**src/hdl/srep_pkg.sv**
```systemverilog
// shared types and constants for the stream string replace unit
// no dependencies; used by every module under hdl

package srep_pkg;

   // result slots: a replacement or a flush of the window plus one byte
   localparam int BURST_DEPTH = 8;
   // wide enough to count 0..BURST_DEPTH
   localparam int CNT_W       = 4;
   localparam int REG_W       = 64;
   localparam int LEN_W       = 4;

   typedef enum logic [1:0] {
      REG_PATTERN_BYTES  = 2'd0,
      REG_PATTERN_LENGTH = 2'd1,
      REG_REPLACE_BYTES  = 2'd2,
      REG_REPLACE_LENGTH = 2'd3
   } csr_index_type;

   // one output slot of the result chain
   typedef struct packed {
      logic       valid;
      logic       last;
      logic [7:0] data;
   } slot_type;

   // per-cell select for the window chain
   typedef struct packed {
      logic take_nbr;
      logic take_new;
   } win_ctrl_type;

endpackage

```
**src/hdl/srep_win_cell.sv**
```systemverilog
// one window cell: holds a byte, takes its neighbor or the new byte,
// compares against its pattern byte; depends on srep_pkg

module srep_win_cell (
   input  logic                    clock,
   input  srep_pkg::win_ctrl_type  ctrl,
   input  logic [7:0]              nbr_byte,
   input  logic [7:0]              new_byte,
   input  logic [7:0]              pat_byte,
   output logic [7:0]              held_byte,
   output logic                    hit
);

   logic [7:0] byte_ff;
   logic [7:0] byte_in;

   always_comb begin
      byte_in = byte_ff;
      if (ctrl.take_nbr) begin
         byte_in = nbr_byte;
      end else if (ctrl.take_new) begin
         byte_in = new_byte;
      end
   end

   always_ff @(posedge clock) begin
      byte_ff <= byte_in;
   end

   assign held_byte = byte_ff;
   assign hit       = (byte_ff == pat_byte);

endmodule

```
**src/hdl/srep_out_cell.sv**
```systemverilog
// one result slot: loads from the burst builder or takes the slot above
// as words drain; depends on srep_pkg

module srep_out_cell (
   input  logic                clock,
   input  logic                reset,
   input  logic                load,
   input  logic                advance,
   input  srep_pkg::slot_type  load_slot,
   input  srep_pkg::slot_type  next_slot,
   output srep_pkg::slot_type  slot
);

   logic       valid_ff;
   logic       valid_in;
   logic       last_ff;
   logic       last_in;
   logic [7:0] data_ff;
   logic [7:0] data_in;

   always_comb begin
      valid_in = valid_ff;
      last_in  = last_ff;
      data_in  = data_ff;
      if (load) begin
         valid_in = load_slot.valid;
         last_in  = load_slot.last;
         data_in  = load_slot.data;
      end else if (advance) begin
         valid_in = next_slot.valid;
         last_in  = next_slot.last;
         data_in  = next_slot.data;
      end
   end

   always_ff @(posedge clock) begin
      if (reset) begin
         valid_ff <= 1'b0;
      end else begin
         valid_ff <= valid_in;
      end
   end

   always_ff @(posedge clock) begin
      last_ff <= last_in;
      data_ff <= data_in;
   end

   assign slot.valid = valid_ff;
   assign slot.last  = last_ff;
   assign slot.data  = data_ff;

endmodule

```
**src/hdl/stream_string_replace_unit.sv**
```systemverilog
// stream string replace unit: first result word in the cycle after the input
// word is taken; one byte per cycle while rsp_tready is high; an input causing
// n > 1 result words holds the input side while the result slot chain drains.
// synchronous active-high reset empties the window and the result slots and
// restores the registers (pattern length 1, replace length 0, strings zero).
// uses srep_pkg, srep_win_cell, srep_out_cell

module stream_string_replace_unit #(
   parameter int PATTERN_MAX = 8
) (
   input  logic                      clock,
   input  logic                      reset,
   // req_tdata: [7:0] data_byte
   input  logic [7:0]                req_tdata,
   input  logic                      req_tlast,
   input  logic                      req_tvalid,
   output logic                      req_tready,
   // rsp_tdata: [7:0] out_byte
   output logic [7:0]                rsp_tdata,
   output logic                      rsp_tlast,
   output logic                      rsp_tvalid,
   input  logic                      rsp_tready,
   input  logic                      csr_we,
   input  logic [1:0]                csr_addr,
   input  logic [srep_pkg::REG_W-1:0] csr_wdata
);

   localparam int WIN_DEPTH = (PATTERN_MAX > 1) ? PATTERN_MAX - 1 : 1;
   localparam int FILL_W    = (PATTERN_MAX > 1) ? $clog2(PATTERN_MAX) : 1;
   localparam int CNT_W     = srep_pkg::CNT_W;
   localparam int LEN_W     = srep_pkg::LEN_W;
   localparam int DEPTH     = srep_pkg::BURST_DEPTH;

   logic [srep_pkg::REG_W-1:0] pattern_ff;
   logic [srep_pkg::REG_W-1:0] replace_ff;
   logic [LEN_W-1:0]           plen_ff;
   logic [LEN_W-1:0]           rlen_ff;
   logic [FILL_W-1:0]          fill_ff;
   logic [FILL_W-1:0]          fill_in;

   logic [LEN_W-1:0]  plen_eff;
   logic [LEN_W-1:0]  need_full;
   logic [FILL_W-1:0] need;
   logic [CNT_W-1:0]  rlen_eff;
   logic [FILL_W-1:0] fill_eff;
   logic [CNT_W-1:0]  fill_cnt;

   logic              accept;
   logic              advance;
   logic              win_full;
   logic              match;
   logic              shift_en;
   logic [7:0]        pat_last;
   logic [CNT_W-1:0]  burst_cnt;

   logic [7:0]              win_byte [WIN_DEPTH];
   logic [7:0]              win_pad  [DEPTH];
   logic [WIN_DEPTH-1:0]    win_hit;
   logic [WIN_DEPTH-1:0]    win_active;
   srep_pkg::win_ctrl_type  win_ctrl [WIN_DEPTH];

   srep_pkg::slot_type load_slot [DEPTH];
   srep_pkg::slot_type slot      [DEPTH];
   srep_pkg::slot_type next_slot [DEPTH];

   // ---------------- configuration ----------------
   always_ff @(posedge clock) begin
      if (reset) begin
         pattern_ff <= '0;
         plen_ff    <= LEN_W'(1);
         replace_ff <= '0;
         rlen_ff    <= '0;
      end else if (csr_we) begin
         case (srep_pkg::csr_index_type'(csr_addr))
            srep_pkg::REG_PATTERN_BYTES:  pattern_ff <= csr_wdata;
            srep_pkg::REG_PATTERN_LENGTH: plen_ff    <= csr_wdata[LEN_W-1:0];
            srep_pkg::REG_REPLACE_BYTES:  replace_ff <= csr_wdata;
            srep_pkg::REG_REPLACE_LENGTH: rlen_ff    <= csr_wdata[LEN_W-1:0];
            default: begin
            end
         endcase
      end
   end

   always_comb begin
      plen_eff = plen_ff;
      if (plen_ff == '0) begin
         plen_eff = LEN_W'(1);
      end else if (plen_ff > LEN_W'(PATTERN_MAX)) begin
         plen_eff = LEN_W'(PATTERN_MAX);
      end
      need_full = plen_eff - LEN_W'(1);
      need      = need_full[FILL_W-1:0];
      rlen_eff  = (rlen_ff > CNT_W'(DEPTH)) ? CNT_W'(DEPTH) : CNT_W'(rlen_ff);
      fill_eff  = (fill_ff > need) ? need : fill_ff;
      fill_cnt  = CNT_W'(fill_eff);
   end

   // ---------------- window cell chain ----------------
   assign accept  = req_tvalid && req_tready;
   assign advance = rsp_tvalid && rsp_tready;

   always_comb begin
      pat_last = pattern_ff[7:0];
      for (int k = 0; k < PATTERN_MAX; k++) begin
         if (FILL_W'(k) == need) begin
            pat_last = pattern_ff[8*k +: 8];
         end
      end
   end

   assign win_full = (fill_eff == need);
   assign match    = win_full && (req_tdata == pat_last) && (&(win_hit | ~win_active));
   assign shift_en = accept && win_full && !match && (need != '0);

   for (genvar k = 0; k < WIN_DEPTH; k++) begin : g_win
      logic [7:0] nbr;
      if (k + 1 < WIN_DEPTH) begin : g_mid
         assign nbr = win_byte[k+1];
      end else begin : g_end
         assign nbr = 8'h00;
      end

      assign win_active[k]        = (FILL_W'(k) < need);
      assign win_ctrl[k].take_nbr = shift_en && (FILL_W'(k + 1) < need);
      assign win_ctrl[k].take_new = (shift_en && (FILL_W'(k + 1) == need)) ||
                                    (accept && (fill_eff < need) && (FILL_W'(k) == fill_eff));

      srep_win_cell u_cell (
         .clock     (clock),
         .ctrl      (win_ctrl[k]),
         .nbr_byte  (nbr),
         .new_byte  (req_tdata),
         .pat_byte  (pattern_ff[8*k +: 8]),
         .held_byte (win_byte[k]),
         .hit       (win_hit[k])
      );
   end

   // match or end of stream empties the window
   always_comb begin
      fill_in = fill_eff;
      if (accept) begin
         if (match || req_tlast) begin
            fill_in = '0;
         end else if (fill_eff < need) begin
            fill_in = fill_eff + FILL_W'(1);
         end
      end
   end

   always_ff @(posedge clock) begin
      if (reset) begin
         fill_ff <= '0;
      end else if (csr_we && (srep_pkg::csr_index_type'(csr_addr) ==
                              srep_pkg::REG_PATTERN_LENGTH)) begin
         fill_ff <= '0;
      end else begin
         fill_ff <= fill_in;
      end
   end

   // ---------------- burst builder ----------------
   for (genvar j = 0; j < DEPTH; j++) begin : g_pad
      if (j < WIN_DEPTH) begin : g_have
         assign win_pad[j] = win_byte[j];
      end else begin : g_none
         assign win_pad[j] = 8'h00;
      end
   end

   // match: replacement; eos: held bytes then new byte; else one word if full
   always_comb begin
      if (match) begin
         burst_cnt = rlen_eff;
      end else if (req_tlast) begin
         burst_cnt = fill_cnt + CNT_W'(1);
      end else if (win_full) begin
         burst_cnt = CNT_W'(1);
      end else begin
         burst_cnt = '0;
      end
      for (int j = 0; j < DEPTH; j++) begin
         load_slot[j].valid = (CNT_W'(j) < burst_cnt);
         load_slot[j].last  = (CNT_W'(j + 1) == burst_cnt);
         if (match) begin
            load_slot[j].data = replace_ff[8*j +: 8];
         end else if (CNT_W'(j) < fill_cnt) begin
            load_slot[j].data = win_pad[j];
         end else begin
            load_slot[j].data = req_tdata;
         end
      end
   end

   // ---------------- result slot chain ----------------
   for (genvar j = 0; j < DEPTH; j++) begin : g_out
      if (j + 1 < DEPTH) begin : g_mid
         assign next_slot[j] = slot[j+1];
      end else begin : g_end
         assign next_slot[j] = '0;
      end

      srep_out_cell u_slot (
         .clock     (clock),
         .reset     (reset),
         .load      (accept),
         .advance   (advance),
         .load_slot (load_slot[j]),
         .next_slot (next_slot[j]),
         .slot      (slot[j])
      );
   end

   // take a new word when the chain is empty or its final word leaves now
   assign req_tready = !slot[0].valid || (rsp_tready && !slot[1].valid);

   assign rsp_tvalid = slot[0].valid;
   assign rsp_tdata  = slot[0].data;
   assign rsp_tlast  = slot[0].last;

endmodule

```
**config.mk**
```make
export PLATFORM = sky130hd
export DESIGN_NAME = stream_string_replace_unit
export DESIGN_NICKNAME = d
export VERILOG_FILES = /design/src/hdl/srep_pkg.sv /design/src/hdl/srep_win_cell.sv /design/src/hdl/srep_out_cell.sv /design/src/hdl/stream_string_replace_unit.sv
export SDC_FILE = /design/constraint.sdc
export NUM_CORES = 1
export LEC_CHECK = 0
export ABC_CLOCK_PERIOD_IN_PS = 6200
export BUFFER_PORTS_ARGS = -buffer_cell sky130_fd_sc_hd__buf_2
export CORE_MARGIN = 1
export CORE_UTILIZATION = 50
export DETAILED_ROUTE_END_ITERATION = 16
export PLACE_DENSITY_LB_ADDON = 0.1
export SYNTH_ARGS = -nofsm -noshare
export SYNTH_HDL_FRONTEND = slang
export SYNTH_HIERARCHICAL = 1
export SYNTH_SLANG_ARGS = --single-unit
```
**constraint.sdc**
```tcl
create_clock -name clock -period 6.2 [get_ports clock]
set_input_delay 0.93 -clock clock [delete_from_list [all_inputs] [get_ports clock]]
set_output_delay 0.93 -clock clock [all_outputs]
set_load 0.1 [all_outputs]
```
==> load_flow_metrics.sql, run 1 <==
INSERT INTO impl_metrics (metric_group, metric, value, unit) VALUES
('status', 'outcome', 'complete, no violations', ''),
('setup_path', 'critical_path.max_fanout', '41', ''),
('logic_synthesis', 'synthMostInstantiatedCell', 'sky130_fd_sc_hd__nand2_1', ''),
('setup_path', 'critical_path_required', '6.51', 'ns'),
('clocking', 'cts_tree', 'built', ''),
('timing', 'clock_skew', '0.01144', 'ns'),
('logic_synthesis', 'synthTopCellsByArea', 'sky130_fd_sc_hd__edfxtp_1, sky130_fd_sc_hd__dfxtp_1, sky130_fd_sc_hd__mux2_4', ''),
('timing', 'finalCriticalPeriod', '5.640', 'ns'),
('placement', 'detailed_place_hpwl', '32.99', 'mm'),
('logic_synthesis', 'synth_area_per_cell', '10.36', 'µm²'),
('layout', 'area.growth.synth_to_final', '10.56', '%'),
('logic_synthesis', 'synth-seq-area-share', '0.4375', ''),
('layout', 'layout-drive-gt1-share', '0.2793', ''),
('die', 'floorplan.initialDensity', '0.5071', ''),
('global_routing', 'global_route.overflow_total', '0', ''),
('logic_synthesis', 'synth_cells', '1497', ''),
('timing', 'max_transition_margin', '0.07018', ''),
('route', 'routed_via_density', '5.838', ''),
('logic_synthesis', 'post-synth-top-area-cell', 'sky130_fd_sc_hd__edfxtp_1', ''),
('die', 'core_area', '30590', 'µm²'),
('timing', 'max_clock_freq', '177.3', 'MHz'),
('route', 'first_iter_violations', '986', ''),
('route', 'detail_route.drc_violations', '0', ''),
('logic_synthesis', 'post_synth_instance_area', '15510', 'µm²'),
('worst_hold_path', 'min-delay-path-class', 'flip-flop to flip-flop', ''),
('timing', 'portion_of_the_clock_cycle_consumed_by_the_worst_path_in_the_final_layout', '0.9097', ''),
('logic_synthesis', 'synth_edf_count', '128', ''),
('clocking', 'holdBufCountCts', '0', ''),
('setup_path', 'critPathArrivalTime', '5.95', 'ns'),
('global_routing', 'top_usage_layer', 'met2', ''),
('global_routing', 'global_route.usage.met2', '0.5065', ''),
('clocking', 'cts_buffer_depth', '3', ''),
('global_routing', 'gr-usage-met1', '0.3796', ''),
('setup_path', 'crit_type', 'flip-flop to flip-flop', ''),
('die', 'rows', '64', ''),
('placement', 'pre_cts_ws', '0.2493', 'ns'),
('flow_run', 'drv.max_cap_violation_count', '0', ''),
('route', 'dr_wl_cell', '23.94', 'µm'),
('timing', 'hold-worst-slack', '0.4515', 'ns'),
('setup_path', 'critical_path.cell_chain', 'nor2b_1 > inv_1 > ha_1 > xnor2_1 > clkinv_1 > ha_1 > o21ai_0 > a32oi_1 > mux2i_1 > inv_1 > ha_1 > nand3_1 > a2111oi_1 > nand4_1 > mux2i_1 > nand2_1 > nor4_4 > buf_4 > buf_8 > mux2_2 > mux2_4', ''),
('timing', 'setup_total_negative_slack', '0', 'ns'),
('route', 'totalWireLength', '47.28', 'mm'),
('timing', 'slew_violations', '0', ''),
('power', 'leakage', '6.295', 'nW'),
('placement', 'port_buf_inserts', '90', ''),
('route', 'postRouteAntennaNets', '0', ''),
('setup_path', 'critical-path-max-stage-delay', '0.53', 'ns'),
('die', 'dieArea', '31730', 'µm²'),
('clocking', 'h-tree-depth', '1', ''),
('route', 'vias', '11530', ''),
('global_routing', 'antenna_found_initial', '0', ''),
('logic_synthesis', 'synthDominantCellAreaShare', '0.2478', ''),
('setup_path', 'critPathMostFrequentCell', 'sky130_fd_sc_hd__ha_1', ''),
('setup_path', 'startpoint_type', 'flip-flop', ''),
('die', 'die_y', '178.1', 'µm'),
('global_routing', 'grt_pass1_vias', '10950', ''),
('placement', 'finalWeightedCongestion', '0.9541', ''),
('layout', 'design.final.nets', '1647', ''),
('global_routing', 'grt_pass1_wl', '68.84', 'mm'),
('timing', 'worstMarginPinSlew', '1.390', 'ns'),
('logic_synthesis', 'post_synth_num_cell_types', '71', ''),
('logic_synthesis', 'synth_top_flop_cell', 'sky130_fd_sc_hd__dfxtp_1', ''),
('timing', 'unrepaired_setup_endpoints_after_global_routing', 'no', ''),
('layout', 'finish.instance_area', '17150', 'µm²'),
('setup_path', 'slowest_stage', 'sky130_fd_sc_hd__a2111oi_1', ''),
('global_routing', 'grt.total_usage', '0.2952', ''),
('power', 'post-layout-total-power', '5.341', 'mW'),
('route', 'detailedRoute.firstPassIterationCount', '7', ''),
('die', 'io_pins', '91', ''),
('clocking', 'cts_root_buffer', 'sky130_fd_sc_hd__clkbuf_16', ''),
('power', 'worst_ir_drop_on_vdd', '0.0002004', 'V');
-- area by class of cell --
cell class | instances | area [µm²]
fillers | 2782 | 13440
multi-input cells | 1101 | 8087
flip-flops and latches | 275 | 6787
clock buffers | 46 | 913.4
repair buffers | 121 | 710.7
well taps | 396 | 495.5
inverters | 24 | 90.09
clock inverters | 12 | 66.31
-- flip-flops by register name, indices dropped and copies added, names as in the netlist, 4 cells and up --
register / count
g_out.u_slot/valid_ff: 8
pattern_ff: 64
g_out.u_slot/last_ff: 8
g_win.u_cell/held_byte: 56
g_out.u_slot/data_ff: 64
rlen_ff: 4
replace_ff: 64
plen_ff: 4
-- report_power, final --
group          internal, mW  total, mW  switching, mW
Combinational         0.578       1.35          0.772
Sequential             2.12       2.22         0.0963
Clock                  1.01       1.77          0.758
Total                  3.71       5.34           1.63
-- through the flow --
stage,util,cells
floorplan,-,1515
global placement,0.5274,1914
detailed placement,0.5274,1914
CTS,0.5594,1972
global route,0.5606,1975
finish,0.5606,1975
-- logic make-up after synthesis --
logic type      synth area share
buf+inv                  0.04824
compound gates            0.1012
mux                       0.2277
other cells            0.0002418
xor+xnor                 0.03727
fa+ha+maj                0.01049
flops                     0.4375
simple gates              0.1374
-- path summary, 6_finish.rpt --
kind / slack [ns] / to / depth (start not counted) / from
worst max-delay path: 0.56 / g_out[5].u_slot/data_ff[7] / 21 / plen_ff[3]
worst min-delay path: 0.45 / replace_ff[40] / 2 / replace_ff[40]
worst max register to register: 0.56 / g_out[5].u_slot/data_ff[7] / 21 / plen_ff[3]
worst min register to register: 0.45 / replace_ff[40] / 2 / replace_ff[40]
-- worst max-delay path: cells and delay by family, from the launching register on --
family,cells,cell delay [ns]
multiplexers,4,1.07
AND/OR/NAND/NOR,5,0.71
buffers and inverters,5,1.00
adder cells (fa/ha/maj),3,0.87
AO/OA/AOI/OAI,3,0.91
flip-flops,1,0.44
XOR/XNOR,1,0.35
-- placed cells by master (no fill, tap or decap), types with 5 or more instances in the layout --
cell	Yosys	layout
sky130_fd_sc_hd__nand3_1	21	21
sky130_fd_sc_hd__a211oi_2	8	9
sky130_fd_sc_hd__nor2_1	35	34
sky130_fd_sc_hd__mux2_4	120	120
sky130_fd_sc_hd__a21oi_1	149	149
sky130_fd_sc_hd__mux2_2	111	111
sky130_fd_sc_hd__nand2b_1	7	7
sky130_fd_sc_hd__clkinv_1	2	5
sky130_fd_sc_hd__nor2b_1	12	12
sky130_fd_sc_hd__o31ai_1	7	7
sky130_fd_sc_hd__a31oi_1	8	8
sky130_fd_sc_hd__xnor2_1	66	66
sky130_fd_sc_hd__mux2_1	8	8
sky130_fd_sc_hd__ha_1	13	13
sky130_fd_sc_hd__inv_2	8	8
sky130_fd_sc_hd__o21ai_0	23	23
sky130_fd_sc_hd__clkbuf_1	59	8
sky130_fd_sc_hd__a21o_1	5	5
sky130_fd_sc_hd__nand4_1	18	18
sky130_fd_sc_hd__dfxtp_1	147	147
sky130_fd_sc_hd__or2_1	16	16
sky130_fd_sc_hd__mux2i_1	39	39
sky130_fd_sc_hd__conb_1	1	19
sky130_fd_sc_hd__inv_1	14	14
sky130_fd_sc_hd__edfxtp_1	128	128
sky130_fd_sc_hd__and2_1	5	5
sky130_fd_sc_hd__buf_4	21	30
sky130_fd_sc_hd__nor3_1	7	7
sky130_fd_sc_hd__nor2b_2	8	8
sky130_fd_sc_hd__o221ai_1	8	8
sky130_fd_sc_hd__clkinv_2	0	6
sky130_fd_sc_hd__clkbuf_16	0	33
sky130_fd_sc_hd__buf_2	10	89
sky130_fd_sc_hd__clkbuf_8	0	6
sky130_fd_sc_hd__a211o_1	5	5
sky130_fd_sc_hd__nand2_1	315	315
-- what timing repair did --
action / in CTS / in global routing
resized for setup: 0 / 4
buffers inserted: 0 / 2
setup endpoints to repair: 0 / 116
-- layer usage --
metal | wire length, µm | vias to the layer above
met3 | 2705 | 92
met1 | 19790 | 5602
met5 | 0 | -
li1 | - | 5384
met2 | 22950 | 452
met4 | 1825 | 0
Power figures use the tool's default switching activity.
==> run 2: changes to the inputs <==
Settings changed: REMOVE_ABC_BUFFERS set to 1.
==> run 2 against run 1 <==
Effect of this change:
- clock power barely moved
- via count is 0.55% lower
- routed wire length decreased by 4.8%
- critical path type unchanged
- sequential power about the same
- first-iteration DRC count is 6.0% higher
- final cell count increased by 0.25%
- critical endpoint is now g_out[4].u_slot/data_ff[6]
==> load_flow_metrics.sql, run 2 (synthesized netlist as in run 1, its figures left out) <==
INSERT INTO impl_metrics (metric_group, metric, value, unit) VALUES
('status', 'outcome', 'complete, no violations', ''),
('placement', 'detailed_place.area', '16190', 'µm²'),
('layout', 'design.final.nets', '1652', ''),
('setup_path', 'critical_path.n_buffers_inverters', '5', ''),
('timing', 'setup_viol_count_final', '0', ''),
('layout', 'largest_registers', 'g_out.u_slot/data_ff (64), pattern_ff (64), replace_ff (64)', ''),
('timing', 'hold-worst-slack', '0.4523', 'ns'),
('route', 'postRouteAntennaNets', '0', ''),
('setup_path', 'startpoint_type', 'flip-flop', ''),
('die', 'rows', '64', ''),
('layout', 'stdcell_count', '1980', ''),
('die', 'fp.dieW', '178.1', 'µm'),
('route', 'detail_route.drc_violations', '0', ''),
('global_routing', 'gr-usage-met1', '0.3825', ''),
('layout', 'area.growth.synth_to_final', '10.78', '%'),
('power', 'worst_ir_drop_on_vdd', '0.0002184', 'V'),
('route', 'routed_via_density', '5.791', ''),
('setup_path', 'critPathMostFrequentCell', 'sky130_fd_sc_hd__ha_1', ''),
('placement', 'finalWeightedCongestion', '0.9502', ''),
('route', 'dr_wl_cell', '22.73', 'µm'),
('power', 'internal_power', '3.727', 'mW'),
('layout', 'most_frequent_standard_cell_in_the_layout_excluding_fill_and_tap_cells', 'sky130_fd_sc_hd__nand2_1', ''),
('route', 'totalWireLength', '45.00', 'mm'),
('clocking', 'clock_latency', '0.58', 'ns'),
('clocking', 'number_of_buffers_added_for_setup_after_cts', '0', ''),
('die', 'dieArea', '31730', 'µm²'),
('global_routing', 'antenna_found_initial', '0', ''),
('die', 'core_area', '30590', 'µm²'),
('global_routing', 'grt.total_usage', '0.2871', ''),
('setup_path', 'slowest_stage', 'sky130_fd_sc_hd__a2111oi_1', ''),
('route', 'first_iter_violations', '1045', ''),
('power', 'leakage', '6.331', 'nW'),
('setup_path', 'critPathArrivalTime', '6.00', 'ns'),
('global_routing', 'maximum_number_of_pins_on_one_net_before_global_route_repair', '67', ''),
('clocking', 'clock_pin_slew_on_the_worst_setup_and_hold_paths', '0.06', 'ns'),
('clocking', 'h-tree-depth', '1', ''),
('route', 'detailedRoute.firstPassIterationCount', '5', ''),
('die', 'io_pins', '91', ''),
('power', 'switching_power', '1.590', 'mW'),
('route', 'vias', '11470', ''),
('timing', 'unrepaired_setup_endpoints_after_global_routing', 'no', ''),
('placement', 'port_buf_inserts', '90', ''),
('power', 'pwr-share-seq', '0.420', ''),
('power', 'power.switching_fraction', '0.2991', ''),
('setup_path', 'cpLargestDelayFamily', 'multiplexers', ''),
('clocking', 'cts_root_buffer', 'sky130_fd_sc_hd__clkbuf_16', ''),
('clocking', 'cts_buffers', '31', ''),
('setup_path', 'critical_path.max_fanout', '40', ''),
('timing', 'slew_violations', '0', ''),
('timing', 'clock_skew', '0.03025', 'ns'),
('power', 'pwr-share-clk', '0.334', ''),
('placement', 'detailed_place_hpwl', '31.10', 'mm'),
('placement', 'dp.cells', '1922', ''),
('layout', 'layout-drive-gt1-share', '0.2828', ''),
('timing', 'timing.final.hold_violations', '0', ''),
('timing', 'worstMarginPinSlew', '1.315', 'ns'),
('global_routing', 'top_usage_layer', 'met2', ''),
('clocking', 'cts_tree', 'built', ''),
('power', 'power.combinational.fraction', '0.245', ''),
('global_routing', 'grt_pass1_wl', '67.74', 'mm'),
('layout', 'filler_cell_count', '2761', ''),
('clocking', 'tritoncts_num_sinks', '275', ''),
('timing', 'max_transition_margin', '0.1198', ''),
('timing', 'finalCriticalPeriod', '5.671', 'ns'),
('layout', 'diodes', '0', ''),
('die', 'floorplan.initialDensity', '0.5071', ''),
('power', 'power_density', '309.4', 'nW/µm²'),
('die', 'die_y', '178.1', 'µm'),
('global_routing', 'grtUsageMet3', '0.03922', ''),
('setup_path', 'crit_type', 'flip-flop to flip-flop', ''),
('layout', 'finish.instance_area', '17180', 'µm²'),
('setup_path', 'critical_path_required', '6.53', 'ns'),
('global_routing', 'global_route.overflow_total', '0', ''),
('setup_path', 'crit_path_end_kind', 'flip-flop', ''),
('setup_path', 'critical_path.cell_chain', 'nor2b_1 > inv_1 > ha_1 > xnor2_2 > clkinv_1 > ha_1 > o21ai_0 > a32oi_1 > mux2i_1 > inv_1 > ha_1 > nand3_1 > a2111oi_1 > nand4_1 > mux2i_1 > nand2_1 > nor4_4 > buf_12 > buf_4 > mux2_2 > mux2_4', ''),
('flow_run', 'drv.max_cap_violation_count', '0', ''),
('layout', 'final_cell_mix', 'sky130_fd_sc_hd__nand2_1, sky130_fd_sc_hd__a21oi_1, sky130_fd_sc_hd__dfxtp_1, sky130_fd_sc_hd__edfxtp_1, sky130_fd_sc_hd__mux2_4', ''),
('timing', 'max_clock_freq', '176.3', 'MHz'),
('worst_hold_path', 'min-delay-path-class', 'flip-flop to flip-flop', ''),
('setup_path', 'critical-path-max-stage-delay', '0.46', 'ns'),
('global_routing', 'global_route.usage.met2', '0.4694', ''),
('global_routing', 'grt_pass1_vias', '10950', ''),
('clocking', 'cts_buffer_depth', '3', ''),
('timing', 'portion_of_the_clock_cycle_consumed_by_the_worst_path_in_the_final_layout', '0.9147', '');
-- run 2: cell types whose count changed in the layout (fill, tap and decap cells not counted), sizes merged --
cell,before,now
buf,120,126
clkbuf,47,44
bufinv,0,1
clkinv,11,12
clkinvlp,1,0
inv,24,25
-- run 2: repair_timing --
item / CTS / global route
hold buffers: 0 / 0
endpoints found under the setup margin: 0 / 37
gates resized for setup: 0 / 2
-- run 2: path summary, 6_finish.rpt --
path                      start                    endpoint  slack [ns]  cells after the start
setup / recovery     plen_ff[1]  g_out[4].u_slot/data_ff[6]        0.53                     21
hold reg to reg   replace_ff[5]               replace_ff[5]        0.45                      2
setup reg to reg     plen_ff[1]  g_out[4].u_slot/data_ff[6]        0.53                     21
hold / removal    replace_ff[5]               replace_ff[5]        0.45                      2
-- run 2: worst register-to-register path: stages, from the launching register on --
cell and delay [ns]:
sky130_fd_sc_hd__dfxtp_1 0.42, sky130_fd_sc_hd__nor2b_1 0.21, sky130_fd_sc_hd__inv_1 0.10, sky130_fd_sc_hd__ha_1 0.25, sky130_fd_sc_hd__xnor2_2 0.26, sky130_fd_sc_hd__clkinv_1 0.13
sky130_fd_sc_hd__ha_1 0.31, sky130_fd_sc_hd__o21ai_0 0.12, sky130_fd_sc_hd__a32oi_1 0.30, sky130_fd_sc_hd__mux2i_1 0.28, sky130_fd_sc_hd__inv_1 0.15, sky130_fd_sc_hd__ha_1 0.32
sky130_fd_sc_hd__nand3_1 0.11, sky130_fd_sc_hd__a2111oi_1 0.46, sky130_fd_sc_hd__nand4_1 0.14, sky130_fd_sc_hd__mux2i_1 0.17, sky130_fd_sc_hd__nand2_1 0.10, sky130_fd_sc_hd__nor4_4 0.30
sky130_fd_sc_hd__buf_12 0.30, sky130_fd_sc_hd__buf_4 0.38, sky130_fd_sc_hd__mux2_2 0.39, sky130_fd_sc_hd__mux2_4 0.25
-- run 2: area by class of cell --
class,instances,area [µm²],area share
well taps,396,495.5,0.02883
multi-input cells,1101,8092,0.4709
clock inverters,14,100.1,0.005825
clock buffers,44,884.6,0.05148
inverters,24,90.09,0.005242
flip-flops and latches,275,6787,0.3949
repair buffers,126,735.7,0.04281
-- run 2: metrics by stage --
step           worst slack [ns]  setup TNS, ns  utilization  total power, mW
2_1_floorplan            -5.864        -900.09            -            3.219
3_3_place_gp             0.6014              0       0.5293            3.540
3_5_place_dp             0.4526              0       0.5293            3.562
4_1_cts                  0.4172              0       0.5615            5.338
5_1_grt                 0.07604              0       0.5618            5.524
6_report                 0.5287              0       0.5618            5.317
-- run 2: power by group through the flow --
| stage | Sequential (mW) | Combinational (mW) | Clock [mW] |
|---|---|---|---|
| floorplan | 2.34 | 0.876 | 0 |
| global placement | 2.27 | 1.27 | 0 |
| detailed placement | 2.27 | 1.29 | 0 |
| CTS | 2.23 | 1.30 | 1.81 |
| global route | 2.25 | 1.40 | 1.88 |
| finish | 2.23 | 1.30 | 1.78 |
-- run 2: layer usage --
layer / wire (µm) / up-vias
li1: - / 5389
met5: 0 / -
met2: 21060 / 403
met1: 19460 / 5577
met3: 2628 / 98
met4: 1851 / 0
==> run 3: changes to the inputs <==
Settings changed: ABC_CLOCK_PERIOD_IN_PS 6200 to 4600, SKIP_CTS_REPAIR_TIMING set to 1.
Clock period 6.2 ns to 4.6 ns, I/O delays scaled along.
==> run 3 against run 2 <==
Effect of this change:
- first-iteration DRC count shrank 8.5%
- final cell count increased by 3.4%
- non-clock buffer count increased by 69
==> load_flow_metrics.sql, run 3 (synthesized netlist as in run 1, its figures left out) <==
INSERT INTO impl_metrics (metric_group, metric, value, unit) VALUES
('worst_hold_path', 'hold_sp', 'csr_wdata[61]', ''),
('global_routing', 'grt_pass1_vias', '11190', ''),
('timing', 'max_transition_margin', '0.3866', ''),
('timing', 'portion_of_the_clock_cycle_consumed_by_the_worst_path_in_the_final_layout', '0.9997', ''),
('setup_path', 'rr_endpoint', 'g_out[1].u_slot/data_ff[7]', ''),
('worst_hold_path', 'whs_endpoint', 'pattern_ff[61]', ''),
('setup_path', 'startpoint_type', 'flip-flop', ''),
('setup_path', 'critical-path-max-stage-delay', '0.54', 'ns'),
('clocking', 'h-tree-depth', '1', ''),
('power', 'leakage', '6.976', 'nW'),
('clocking', 'clock_latency', '0.57', 'ns'),
('layout', 'diodes', '0', ''),
('layout', 'design.final.nets', '1720', ''),
('global_routing', 'grt.total_usage', '0.2899', ''),
('global_routing', 'global_route.overflow_total', '0', ''),
('die', 'die_y', '178.1', 'µm'),
('global_routing', 'gr-usage-met1', '0.3812', ''),
('setup_path', 'critical_path.max_fanout', '20', ''),
('setup_path', 'worst_r2r_path_depth', '21', ''),
('die', 'fp.dieW', '178.1', 'µm'),
('flow_run', 'drv.max_cap_violation_count', '0', ''),
('timing', 'clock_skew', '0.02665', 'ns'),
('layout', 'multi_input_area', '8514', 'µm²'),
('timing', 'slew_violations', '0', ''),
('global_routing', 'top_usage_layer', 'met2', ''),
('layout', 'sequential_cell_area', '6790', 'µm²'),
('route', 'totalWireLength', '46.93', 'mm'),
('timing', 'max_clock_freq', '217.5', 'MHz'),
('placement', 'finalWeightedCongestion', '0.9867', ''),
('timing', 'finalCriticalPeriod', '4.599', 'ns'),
('setup_path', 'slowest_stage', 'sky130_fd_sc_hd__or4bb_1', ''),
('route', 'detailedRoute.firstPassIterationCount', '6', ''),
('layout', 'layout-drive-gt1-share', '0.3374', ''),
('global_routing', 'maximum_number_of_pins_on_one_net_before_global_route_repair', '111', ''),
('power', 'post-layout-total-power', '7.396', 'mW'),
('setup_path', 'setup.reg_to_reg.worst_slack', '0.001', 'ns'),
('global_routing', 'global_route.usage.met2', '0.4961', ''),
('setup_path', 'cpLargestDelayFamily', 'buffers and inverters', ''),
('worst_hold_path', 'min-delay-path-class', 'input port to flip-flop', ''),
('die', 'core_area', '30590', 'µm²'),
('placement', 'detailed_place_hpwl', '32.55', 'mm'),
('power', 'power_density', '400.6', 'nW/µm²'),
('layout', 'fin_util', '0.6035', ''),
('global_routing', 'antenna_found_initial', '0', ''),
('clocking', 'cts_tree', 'built', ''),
('setup_path', 'critical_path_required', '4.90', 'ns'),
('worst_hold_path', 'hold_path_cell_cnt', '3', ''),
('clocking', 'clock_pin_slew_on_the_worst_setup_and_hold_paths', '0.06', 'ns'),
('power', 'worst_ir_drop_on_vdd', '0.0002852', 'V'),
('die', 'floorplan.initialDensity', '0.5071', ''),
('setup_path', 'crit_type', 'flip-flop to flip-flop', ''),
('setup_path', 'critPathArrivalTime', '4.90', 'ns'),
('route', 'postRouteAntennaNets', '0', ''),
('layout', 'largest_registers', 'g_out.u_slot/data_ff (64), pattern_ff (64), replace_ff (64)', ''),
('route', 'first_iter_violations', '956', ''),
('timing', 'unrepaired_setup_endpoints_after_global_routing', 'yes', ''),
('clocking', 'cts_root_buffer', 'sky130_fd_sc_hd__clkbuf_16', ''),
('die', 'dieArea', '31730', 'µm²'),
('setup_path', 'crit_path_end_kind', 'flip-flop', ''),
('setup_path', 'critPathMostFrequentCell', 'sky130_fd_sc_hd__buf_4', ''),
('global_routing', 'grtUsageMet3', '0.02728', ''),
('layout', 'filler_cell_count', '2601', ''),
('timing', 'timing.final.hold_violations', '0', ''),
('global_routing', 'grt_pass1_wl', '68.05', 'mm'),
('placement', 'port_buf_inserts', '90', ''),
('setup_path', 'critical_path.n_buffers_inverters', '8', ''),
('timing', 'setup_total_negative_slack', '0', 'ns'),
('clocking', 'cts_buffer_depth', '3', ''),
('die', 'io_pins', '91', ''),
('layout', 'most_frequent_standard_cell_in_the_layout_excluding_fill_and_tap_cells', 'sky130_fd_sc_hd__nand2_1', ''),
('route', 'dr_wl_cell', '22.92', 'µm'),
('timing', 'worstMarginPinSlew', '0.9179', 'ns'),
('timing', 'setup_viol_count_final', '0', ''),
('die', 'rows', '64', ''),
('clocking', 'cts_buffers', '30', ''),
('setup_path', 'worst_r2r_startpoint', 'plen_ff[1]', ''),
('route', 'vias', '11740', ''),
('status', 'outcome', 'complete, no violations', ''),
('route', 'routed_via_density', '5.734', ''),
('layout', 'final_cell_mix', 'sky130_fd_sc_hd__nand2_1, sky130_fd_sc_hd__mux2_4, sky130_fd_sc_hd__a21oi_1, sky130_fd_sc_hd__dfxtp_1, sky130_fd_sc_hd__edfxtp_1', ''),
('setup_path', 'critical_path.cell_chain', 'nor2_2 > o21bai_2 > ha_2 > buf_6 > or4bb_1 > a31oi_4 > buf_4 > buf_4 > nand3_1 > o2bb2ai_1 > o21ai_0 > xnor2_1 > o2111ai_1 > buf_4 > nor4_4 > buf_4 > buf_12 > buf_12 > buf_12 > mux2_4 > mux2_4', ''),
('clocking', 'tritoncts_num_sinks', '275', ''),
('route', 'detail_route.drc_violations', '0', ''),
('layout', 'area.growth.synth_to_final', '19.01', '%');
[run 3: cell types whose count changed in the layout (fill, tap and decap cells not counted), sizes merged]
cell,delta
buf,+62
bufinv,-1
clkbuf,+14
clkinv,-6
inv,-2
[run 3: cell type report]
| class | count | area share |
|---|---|---|
| clock buffer | 51 | 0.05043 |
| clock inverter | 5 | 0.001966 |
| inverter | 24 | 0.004880 |
| multi-input combinational | 1101 | 0.4612 |
| sequential | 275 | 0.3678 |
| tap | 396 | 0.02684 |
| timing repair buffer | 195 | 0.08682 |
[run 3: routing by layer]
layer | wire (µm) | share of wire
met5 | 0 | 0
met4 | 1734 | 0.037
met3 | 2172 | 0.046
met2 | 22640 | 0.48
met1 | 20380 | 0.43
[run 3: stage by stage]
| stage | hold slack (ns) | area [µm²] | worst slack (ns) | std cells |
|---|---|---|---|---|
| 6_report | 0.3643 | 18460 | 0.001374 | 2047 |
| 5_1_grt | 0.3627 | 18460 | -0.2130 | 2047 |
| 4_1_cts | 0.3537 | 17670 | -0.5102 | 2025 |
| 3_5_place_dp | 0.4451 | 16710 | -0.4575 | 1969 |
| 3_3_place_gp | 0.4412 | 16710 | -0.3345 | 1969 |
| 2_1_floorplan | 0.4268 | 14920 | -7.224 | 1400 |
[run 3: report_power, final]
group          internal (mW)  total (mW)  switching [mW]
clock                   1.37        2.35           0.984
sequential              2.86        3.01           0.149
combinational          0.962        2.03            1.07
total                   5.19        7.40            2.20
[run 3: worst min-delay path: stages]
cell,delay [ns]
sky130_fd_sc_hd__buf_2,0.10
sky130_fd_sc_hd__nand2_1,0.05
sky130_fd_sc_hd__a21oi_1,0.05
[run 3: how the worst max path moves through the flow]
stage	cells after the start	startpoint	endpoint	slack (ns)
after floorplan	6	rsp_tready	g_win[3].u_cell/held_byte[0]	-7.22
after global placement	22	plen_ff[1]	g_out[5].u_slot/data_ff[3]	-0.33
after detailed placement	22	plen_ff[1]	g_out[7].u_slot/data_ff[7]	-0.46
after CTS	22	plen_ff[1]	g_out[2].u_slot/data_ff[3]	-0.51
after global routing	24	plen_ff[1]	g_out[1].u_slot/data_ff[7]	-0.21
final	21	plen_ff[1]	g_out[1].u_slot/data_ff[7]	0.001
